$ cat src/hdl/rsnh_pkg.sv
// Shared types, constants and state encodings for the ray/sphere nearest-hit block.
// No dependencies; used by every module in hdl/.
package rsnh_pkg;

	localparam int MAX_SPHERES = 64;
	localparam int IDX_W       = $clog2(MAX_SPHERES);
	localparam int CNT_W       = $clog2(MAX_SPHERES + 1);

	// input item opcodes
	localparam logic [1:0] OP_CLEAR = 2'd0;
	localparam logic [1:0] OP_LOAD  = 2'd1;
	localparam logic [1:0] OP_RAY   = 2'd2;

	// configuration register indexes
	localparam logic REG_MIN_RANGE = 1'b0;
	localparam logic REG_MAX_RANGE = 1'b1;

	// reset values of configuration registers
	localparam logic [30:0] MIN_RANGE_RST = 31'd1311;
	localparam logic [30:0] MAX_RANGE_RST = 31'd13107;

	// shift codes for partial products
	localparam logic [1:0] SH_0  = 2'd0;
	localparam logic [1:0] SH_20 = 2'd1;
	localparam logic [1:0] SH_21 = 2'd2;
	localparam logic [1:0] SH_40 = 2'd3;

	typedef struct packed {
		logic [31:0] cx;
		logic [31:0] cy;
		logic [31:0] cz;
		logic [30:0] rad;
	} sph_t;

	typedef struct packed {
		logic [31:0] ox;
		logic [31:0] oy;
		logic [31:0] oz;
		logic [15:0] dx;
		logic [15:0] dy;
		logic [15:0] dz;
		logic [30:0] limit;
	} ray_t;

	typedef struct packed {
		logic        done;
		logic        hit;
		logic [30:0] distance;
	} isect_res_t;

	typedef enum logic [2:0] {
		I_IDLE, I_DIFF, I_DOT, I_FWD, I_SQ, I_CHK, I_SQRT, I_HIT
	} isect_state_t;

	typedef enum logic [2:0] {
		T_IDLE, T_RD, T_ST, T_RUN, T_DONE
	} top_state_t;

endpackage

$ cat src/hdl/rsnh_isect.sv
// Ray/sphere intersection unit: one shared 20x20 multiplier, an 82-bit accumulator
// and a bit-serial square root. Depends on rsnh_pkg.
module rsnh_isect (
	input  logic                 clk,
	input  logic                 arst_n,
	input  logic                 start,
	input  rsnh_pkg::sph_t       sph,
	input  rsnh_pkg::ray_t       ray,
	input  logic [30:0]          min_rng,
	output rsnh_pkg::isect_res_t res
);

	rsnh_pkg::isect_state_t state_q, state_d;

	rsnh_pkg::sph_t       sph_q;
	logic signed [32:0]   ex_q, ey_q, ez_q;
	logic signed [81:0]   acc_q;
	logic signed [37:0]   fwd_q;
	logic [2:0]           t_q;
	logic [1:0]           p_q;
	logic [79:0]          op_q, root_q, one_q;
	logic                 done_q, hit_q;
	logic [30:0]          dist_q;

	logic [32:0]          emag;
	logic                 esign;
	logic [16:0]          dmag;
	logic                 dsign;
	logic [39:0]          sqx;
	logic [19:0]          mul_a, mul_b;
	logic [39:0]          prod;
	logic [1:0]           sh;
	logic                 neg;
	logic [81:0]          term;
	logic signed [37:0]   mr38;
	logic signed [39:0]   mr40, lim40, hit_near, hit_far, hit_v;
	logic [79:0]          trial;
	logic                 fwd_miss, dot_last, sq_last;

	assign mr38  = $signed({7'b0, min_rng});
	assign mr40  = $signed({9'b0, min_rng});
	assign lim40 = $signed({9'b0, ray.limit});

	// operand selection for the dot product terms
	always_comb begin
		emag  = '0;
		esign = 1'b0;
		dmag  = '0;
		dsign = 1'b0;
		case (t_q)
			3'd0: begin
				esign = ex_q[32];
				emag  = ex_q[32] ? 33'(-ex_q) : 33'(ex_q);
				dsign = ray.dx[15];
				dmag  = ray.dx[15] ? 17'(-$signed({ray.dx[15], ray.dx})) : {1'b0, ray.dx};
			end
			3'd1: begin
				esign = ey_q[32];
				emag  = ey_q[32] ? 33'(-ey_q) : 33'(ey_q);
				dsign = ray.dy[15];
				dmag  = ray.dy[15] ? 17'(-$signed({ray.dy[15], ray.dy})) : {1'b0, ray.dy};
			end
			default: begin
				esign = ez_q[32];
				emag  = ez_q[32] ? 33'(-ez_q) : 33'(ez_q);
				dsign = ray.dz[15];
				dmag  = ray.dz[15] ? 17'(-$signed({ray.dz[15], ray.dz})) : {1'b0, ray.dz};
			end
		endcase
	end

	// value to square: radius, forward projection, then the offset components
	always_comb begin
		case (t_q)
			3'd0:    sqx = {9'b0, sph_q.rad};
			3'd1:    sqx = {2'b0, fwd_q};
			3'd2:    sqx = ex_q[32] ? {7'b0, 33'(-ex_q)} : {7'b0, 33'(ex_q)};
			3'd3:    sqx = ey_q[32] ? {7'b0, 33'(-ey_q)} : {7'b0, 33'(ey_q)};
			default: sqx = ez_q[32] ? {7'b0, 33'(-ez_q)} : {7'b0, 33'(ez_q)};
		endcase
	end

	// multiplier operands and partial product placement
	always_comb begin
		mul_a = '0;
		mul_b = '0;
		sh    = rsnh_pkg::SH_0;
		neg   = 1'b0;
		if (state_q == rsnh_pkg::I_DOT) begin
			mul_a = p_q[0] ? {7'b0, emag[32:20]} : emag[19:0];
			mul_b = {3'b0, dmag};
			sh    = p_q[0] ? rsnh_pkg::SH_20 : rsnh_pkg::SH_0;
			neg   = esign ^ dsign;
		end else begin
			neg = (t_q >= 3'd2);
			case (p_q)
				2'd0: begin
					mul_a = sqx[19:0];
					mul_b = sqx[19:0];
					sh    = rsnh_pkg::SH_0;
				end
				2'd1: begin
					mul_a = sqx[19:0];
					mul_b = sqx[39:20];
					sh    = rsnh_pkg::SH_21;
				end
				default: begin
					mul_a = sqx[39:20];
					mul_b = sqx[39:20];
					sh    = rsnh_pkg::SH_40;
				end
			endcase
		end
	end

	assign prod = mul_a * mul_b;

	always_comb begin
		case (sh)
			rsnh_pkg::SH_0:  term = {42'b0, prod};
			rsnh_pkg::SH_20: term = {22'b0, prod, 20'b0};
			rsnh_pkg::SH_21: term = {21'b0, prod, 21'b0};
			default:         term = {2'b0, prod, 40'b0};
		endcase
	end

	assign dot_last = (t_q == 3'd2) && (p_q == 2'd1);
	assign sq_last  = (t_q == 3'd4) && (p_q == 2'd2);
	assign fwd_miss = $signed(acc_q[51:14]) < mr38;
	assign trial    = root_q + one_q;

	// near root, or far root when the near one falls below min range
	assign hit_near = $signed({{2{fwd_q[37]}}, fwd_q}) - $signed({2'b0, root_q[37:0]});
	assign hit_far  = $signed({{2{fwd_q[37]}}, fwd_q}) + $signed({2'b0, root_q[37:0]});
	assign hit_v    = (hit_near < mr40) ? hit_far : hit_near;

	// next state
	always_comb begin
		state_d = state_q;
		case (state_q)
			rsnh_pkg::I_IDLE: if (start) state_d = rsnh_pkg::I_DIFF;
			rsnh_pkg::I_DIFF: state_d = rsnh_pkg::I_DOT;
			rsnh_pkg::I_DOT:  if (dot_last) state_d = rsnh_pkg::I_FWD;
			rsnh_pkg::I_FWD:  state_d = fwd_miss ? rsnh_pkg::I_IDLE : rsnh_pkg::I_SQ;
			rsnh_pkg::I_SQ:   if (sq_last) state_d = rsnh_pkg::I_CHK;
			rsnh_pkg::I_CHK:  state_d = acc_q[81] ? rsnh_pkg::I_IDLE : rsnh_pkg::I_SQRT;
			rsnh_pkg::I_SQRT: if (one_q == 80'd1) state_d = rsnh_pkg::I_HIT;
			rsnh_pkg::I_HIT:  state_d = rsnh_pkg::I_IDLE;
			default:          state_d = rsnh_pkg::I_IDLE;
		endcase
	end

	always_ff @(posedge clk or negedge arst_n) begin
		if (!arst_n) begin
			state_q <= rsnh_pkg::I_IDLE;
			done_q  <= 1'b0;
		end else begin
			state_q <= state_d;
			done_q  <= ((state_q == rsnh_pkg::I_FWD) && fwd_miss)
				|| ((state_q == rsnh_pkg::I_CHK) && acc_q[81])
				|| (state_q == rsnh_pkg::I_HIT);
		end
	end

	// datapath
	always_ff @(posedge clk) begin
		case (state_q)
			rsnh_pkg::I_IDLE: begin
				if (start) sph_q <= sph;
			end
			rsnh_pkg::I_DIFF: begin
				ex_q  <= $signed({sph_q.cx[31], sph_q.cx}) - $signed({ray.ox[31], ray.ox});
				ey_q  <= $signed({sph_q.cy[31], sph_q.cy}) - $signed({ray.oy[31], ray.oy});
				ez_q  <= $signed({sph_q.cz[31], sph_q.cz}) - $signed({ray.oz[31], ray.oz});
				acc_q <= '0;
				t_q   <= '0;
				p_q   <= '0;
			end
			rsnh_pkg::I_DOT: begin
				acc_q <= neg ? acc_q - $signed(term) : acc_q + $signed(term);
				if (p_q == 2'd1) begin
					p_q <= '0;
					t_q <= t_q + 3'd1;
				end else begin
					p_q <= 2'd1;
				end
			end
			rsnh_pkg::I_FWD: begin
				fwd_q  <= $signed(acc_q[51:14]);
				acc_q  <= '0;
				t_q    <= '0;
				p_q    <= '0;
				hit_q  <= 1'b0;
				dist_q <= ray.limit;
			end
			rsnh_pkg::I_SQ: begin
				acc_q <= neg ? acc_q - $signed(term) : acc_q + $signed(term);
				if (p_q == 2'd2) begin
					p_q <= '0;
					t_q <= t_q + 3'd1;
				end else begin
					p_q <= p_q + 2'd1;
				end
			end
			rsnh_pkg::I_CHK: begin
				op_q   <= acc_q[79:0];
				root_q <= '0;
				one_q  <= 80'd1 << 78;
			end
			rsnh_pkg::I_SQRT: begin
				// one result bit per cycle
				if (op_q >= trial) begin
					op_q   <= op_q - trial;
					root_q <= (root_q >> 1) + one_q;
				end else begin
					root_q <= root_q >> 1;
				end
				one_q <= one_q >> 2;
			end
			rsnh_pkg::I_HIT: begin
				hit_q  <= !(hit_v < mr40) && !(hit_v > lim40);
				dist_q <= hit_v[30:0];
			end
			default: ;
		endcase
	end

	assign res.done     = done_q;
	assign res.hit      = hit_q & done_q;
	assign res.distance = dist_q;

endmodule

$ cat config.mk
export PLATFORM = sky130hd
export DESIGN_NAME = rsnh_isect
export DESIGN_NICKNAME = d
export VERILOG_FILES = /design/src/hdl/rsnh_pkg.sv /design/src/hdl/rsnh_isect.sv
export SDC_FILE = /design/constraint.sdc
export NUM_CORES = 2
export LEC_CHECK = 0
export BUFFER_PORTS_ARGS = -buffer_cell sky130_fd_sc_hd__buf_2
export CELL_PAD_IN_SITES_DETAIL_PLACEMENT = 1
export CELL_PAD_IN_SITES_GLOBAL_PLACEMENT = 1
export CORE_UTILIZATION = 34
export DETAILED_ROUTE_END_ITERATION = 8
export PLACE_DENSITY = 0.67
export SYNTH_ARGS = -nofsm -noshare
export SYNTH_HDL_FRONTEND = slang
export SYNTH_SLANG_ARGS = --single-unit
$ cat constraint.sdc
create_clock -name clk -period 20.8 [get_ports clk]
set_input_delay 1.04 -clock clk [delete_from_list [all_inputs] [get_ports clk]]
set_output_delay 1.04 -clock clk [all_outputs]
set_load 0.02 [all_outputs]
==> metrics.md <==
| Metric | Value |
|---|---|
| Status | `finished, final reports clean` |
| Num rows | `around 170` |
| Crit path arrival time | `17.29 ns` |
| Worst R2R Setup Slack | `roughly 4.0 ns` |
| CTS tree | `built` |
| Num ports | `around 370` |
| First-pass GRT wire length | `~410 mm` |
| Final worst path period need | `roughly 17 ns` |
| Clk Latency, worst-skew pair | `between 0.7 and 0.8 ns` |
| Max_cap viols | `0` |
| Max-slew violation count | `0` |
| Pre-Repair DR Iteration Count | `7` |
| Worst EP required | `around 21 ns` |
| CTS root buffer | `clkbuf_16` |
| Worst Skew | `0.03973 ns` |
| Post-route setup slack | `about 4.0 ns` |
| Post-synth EDFFs | `583` |
| Vias per cell | `5.701` |
| Global Route Usage Sum | `about a quarter` |
| Final Hold Viols | `0` |
| Post-synth ARST share | `0.6814%` |
| Initial antenna violation count | `36` |
| Mapped Avg Cell Area | `around 8.6 µm²` |
| Setup CP Type | `flip-flop to flip-flop` |
| Worst r2r src | `ex_q[3]` |
| Worst Hold Class | `input port to asynchronous set/reset pin` |
| Max Freq | `59.36 MHz` |
| DR WL/cell | `24.25 µm` |
| Crit path max fanout | `7` |
| Critical Path Source | `ex_q[3]` |
| CTS Buf Count | `approximately 80` |
| Total core area | `slightly above 200000 µm²` |
| Vias in the first global route | `between 60000 and 70000` |
| Clk slew on worst S/H paths | `~0.06 ns` |
| Mapped cell area | `between 60000 and 70000 µm²` |
| Largest net degree at the start of global routing | `92` |
| Inst Count DP | `between 10000 and 15000` |
| Hold-fix buffers at CTS | `0` |
| Die area | `roughly 210000 µm²` |
| Starting density of the core | `34.29%` |
| Crit-path slowest cell | `a2111oi_0` |
| Fraction of layout cells with a size suffix above 1 | `between 9 and 10%` |
| Die W | `about 450 µm` |
| Seq cells post-synth | `587` |
| Total wire length | `roughly 270 mm` |
| Total congestion overflow | `0` |
| Slowest stage delay, CP | `around 1.2 ns` |
| IO Port Bufs | `between 300 and 400` |
| Nets | `slightly below 10000` |
| DRT iter0 DRCs | `4466` |
| Fin Setup TNS | `0 ns` |
| Vias | `roughly 63000` |
| Final hold slack | `0.1010 ns` |
| Startpoint types | `flip-flop` |
| Routed Antenna Nets | `0` |
| Fin cells | `approximately 11000` |
| DP HPWL | `between 200 and 250 mm` |
| Area Overhead vs Synth | `10.90%` |
| Final GP Congestion | `slightly below 1` |
| Die Ht | `about 450 µm` |
| Worst slew pin tran | `between 1 and 1.5 ns` |
| Sequential area share after synthesis | `roughly a quarter` |
| Post-synth net total | `between 9000 and 10000` |
| Max IR drop VDD | `just over 0.06 mV` |
| CP Capture Type | `flip-flop` |
| CTS H-tree depth | `3` |
| Layout fillers | `23960` |
| Post-synthesis cell type count | `118` |
| Pre-CTS setup slack | `4.237 ns` |
| Power Density | `between 30 and 40 nW/µm²` |
| Unrepaired setup endpoints after global routing | `false` |
| Clock Tree Buf Depth | `3` |
| Static Leak | `around 33 nW` |
| # setup viols final | `0` |
| Syn Inst Count | `between 8000 and 9000` |
| # clock sinks | `about 590` |
| CP dominant cell by count | `fa_1` |
| CTS resizes | `0` |
| Ys flop type | `edfxtp_1` |
| DR DRC count | `0` |
| Tcrit/Tclk final | `between 80% and 90%` |
| Ys Warns | `0` |
| Postcts setup bufs | `0` |
| Slew HR | `3.790%` |
## routing by layer
layer / vias to the layer above / wire length, µm / global-route usage, %
met1: 31690 / 116100 / 32.75
met5: - / 112 / 0
met2: 1699 / 126900 / 43.19
met3: 470 / 14100 / 3.724
met4: 16 / 11730 / 10.64
li1: 29370 / - / -
## stage by stage
stage | power (mW) | instance area [µm²] | util (%)
after global routing | 2.997 | 77010 | 38.02
after floorplan | 1.416 | 69450 | -
after global placement | 1.486 | 74340 | 36.70
final | 2.912 | 77020 | 38.03
after CTS | 2.942 | 76970 | 38.00
after detailed placement | 1.491 | 74340 | 36.70
## final cells by class
| type | instances | area, µm² | share of cell area, % |
|---|---|---|---|
| multi-input cells | 6392 | 47730 | 61.98 |
| flip-flops and latches | 587 | 17610 | 22.86 |
| well taps | 2672 | 3343 | 4.341 |
| inverters | 801 | 3012 | 3.910 |
| repair buffers | 474 | 2638 | 3.425 |
| clock buffers | 91 | 2022 | 2.625 |
| clock inverters | 56 | 611.8 | 0.7944 |
| diodes | 20 | 50.05 | 0.06498 |
## where the power goes
group	leakage [nW]	total (mW)	internal, mW	switching, mW
Sequential	5.18	1.29	1.29	0
Combinational	27.0	0.177	0.0781	0.0985
Clock	1.28	1.44	0.820	0.623
## worst paths after layout
kind / endpoint / depth (start not counted)
max: acc_q[79] / 48
min: state_q[0] / 1
max reg2reg: acc_q[79] / 48
min reg2reg: op_q[0] / 2
max in group asynchronous: state_q[2] / 1
min in group clk: sph_q[100] / 1
## Yosys cell counts, drive strengths merged (25+ instances only)
cell type,n,area [µm²]
edfxtp,583,17510
ha,699,8746
and2,84,530.5
o21ai,518,2600
nand2b,78,488.0
a31o,28,245.2
and3,114,723.2
inv,796,2988
o22ai,47,294.0
a31oi,118,750.7
nor2,667,2506
o21bai,81,608.1
nand3,119,625.6
nor2b,116,725.7
o31ai,88,684.4
o211ai,54,410.4
nor3,143,720.7
fa,327,6546
a21oi,529,2659
a211oi,81,623.1
a221oi,45,425.4
a21o,219,1644
nand4,108,681.9
nor4,56,392.9
mux2i,28,280.3
or2,42,262.8
a21boi,27,202.7
a22oi,28,210.2
xnor2,343,3004
buf,37,224.0
o221ai,25,242.7
or3,71,444.2
nand2,798,2995
clkbuf,279,1047
o21a,70,525.5
xor2,289,2531
or4,33,259.0
## cell families (layout without fill, tap and decap cells)
family                   Yosys count  in the layout  share of synthesized area [%]
AND/OR/NAND/NOR                 2506           2506                          17.29
buffers and inverters           1117           1422                          6.159
other                              0             20                              0
multiplexers                      51             51                         0.7765
AO/OA/AOI/OAI                   2177           2177                          20.43
adder cells (fa/ha/maj)         1026           1026                          22.02
flip-flops                       587            587                          25.35
XOR/XNOR                         632            632                          7.970
## sequential cells by signal, summed over array words and instances (netlist names)
signal / flops
done_q: 1
one_q: 40
p_q: 2
sph_q: 127
state_q: 3
root_q: 80
op_q: 80
t_q: 3
dist_q: 31
acc_q: 82
ey_q: 33
fwd_q: 38
ez_q: 33
ex_q: 33
hit_q: 1
## worst max-delay path, delay by kind of cell, from the launching register on
kind            cells  cell delay [ns]
compound gates     18             6.54
xor+xnor            3             1.11
fa+ha+maj           9             4.43
buf+inv             6             0.31
flops               1             0.43
simple gates       12             3.73
## cell usage in the layout, fill, tap and decap left out, types with 38 or more instances in the layout
cell and instances:
o21a_1 69, xnor2_1 342, and3_1 111, nand2_1 798, nor2_1 662, xor2_1 289, buf_4 106, or3_1 71
or2_2 38, o211ai_1 53, inv_1 795, nand3_1 116, ha_1 699, nand4_1 107, a211oi_1 76, nand2b_1 77
o21ai_0 488, o21bai_1 81, o31ai_1 85, clkbuf_16 79, a21o_1 218, and2_1 79, buf_2 368, nor4_1 51
edfxtp_1 583, fa_1 327, a31oi_1 116, a21oi_1 524, o22ai_1 46, nor2b_1 110, nor3_1 142
(Power assumes the default switching activity.)
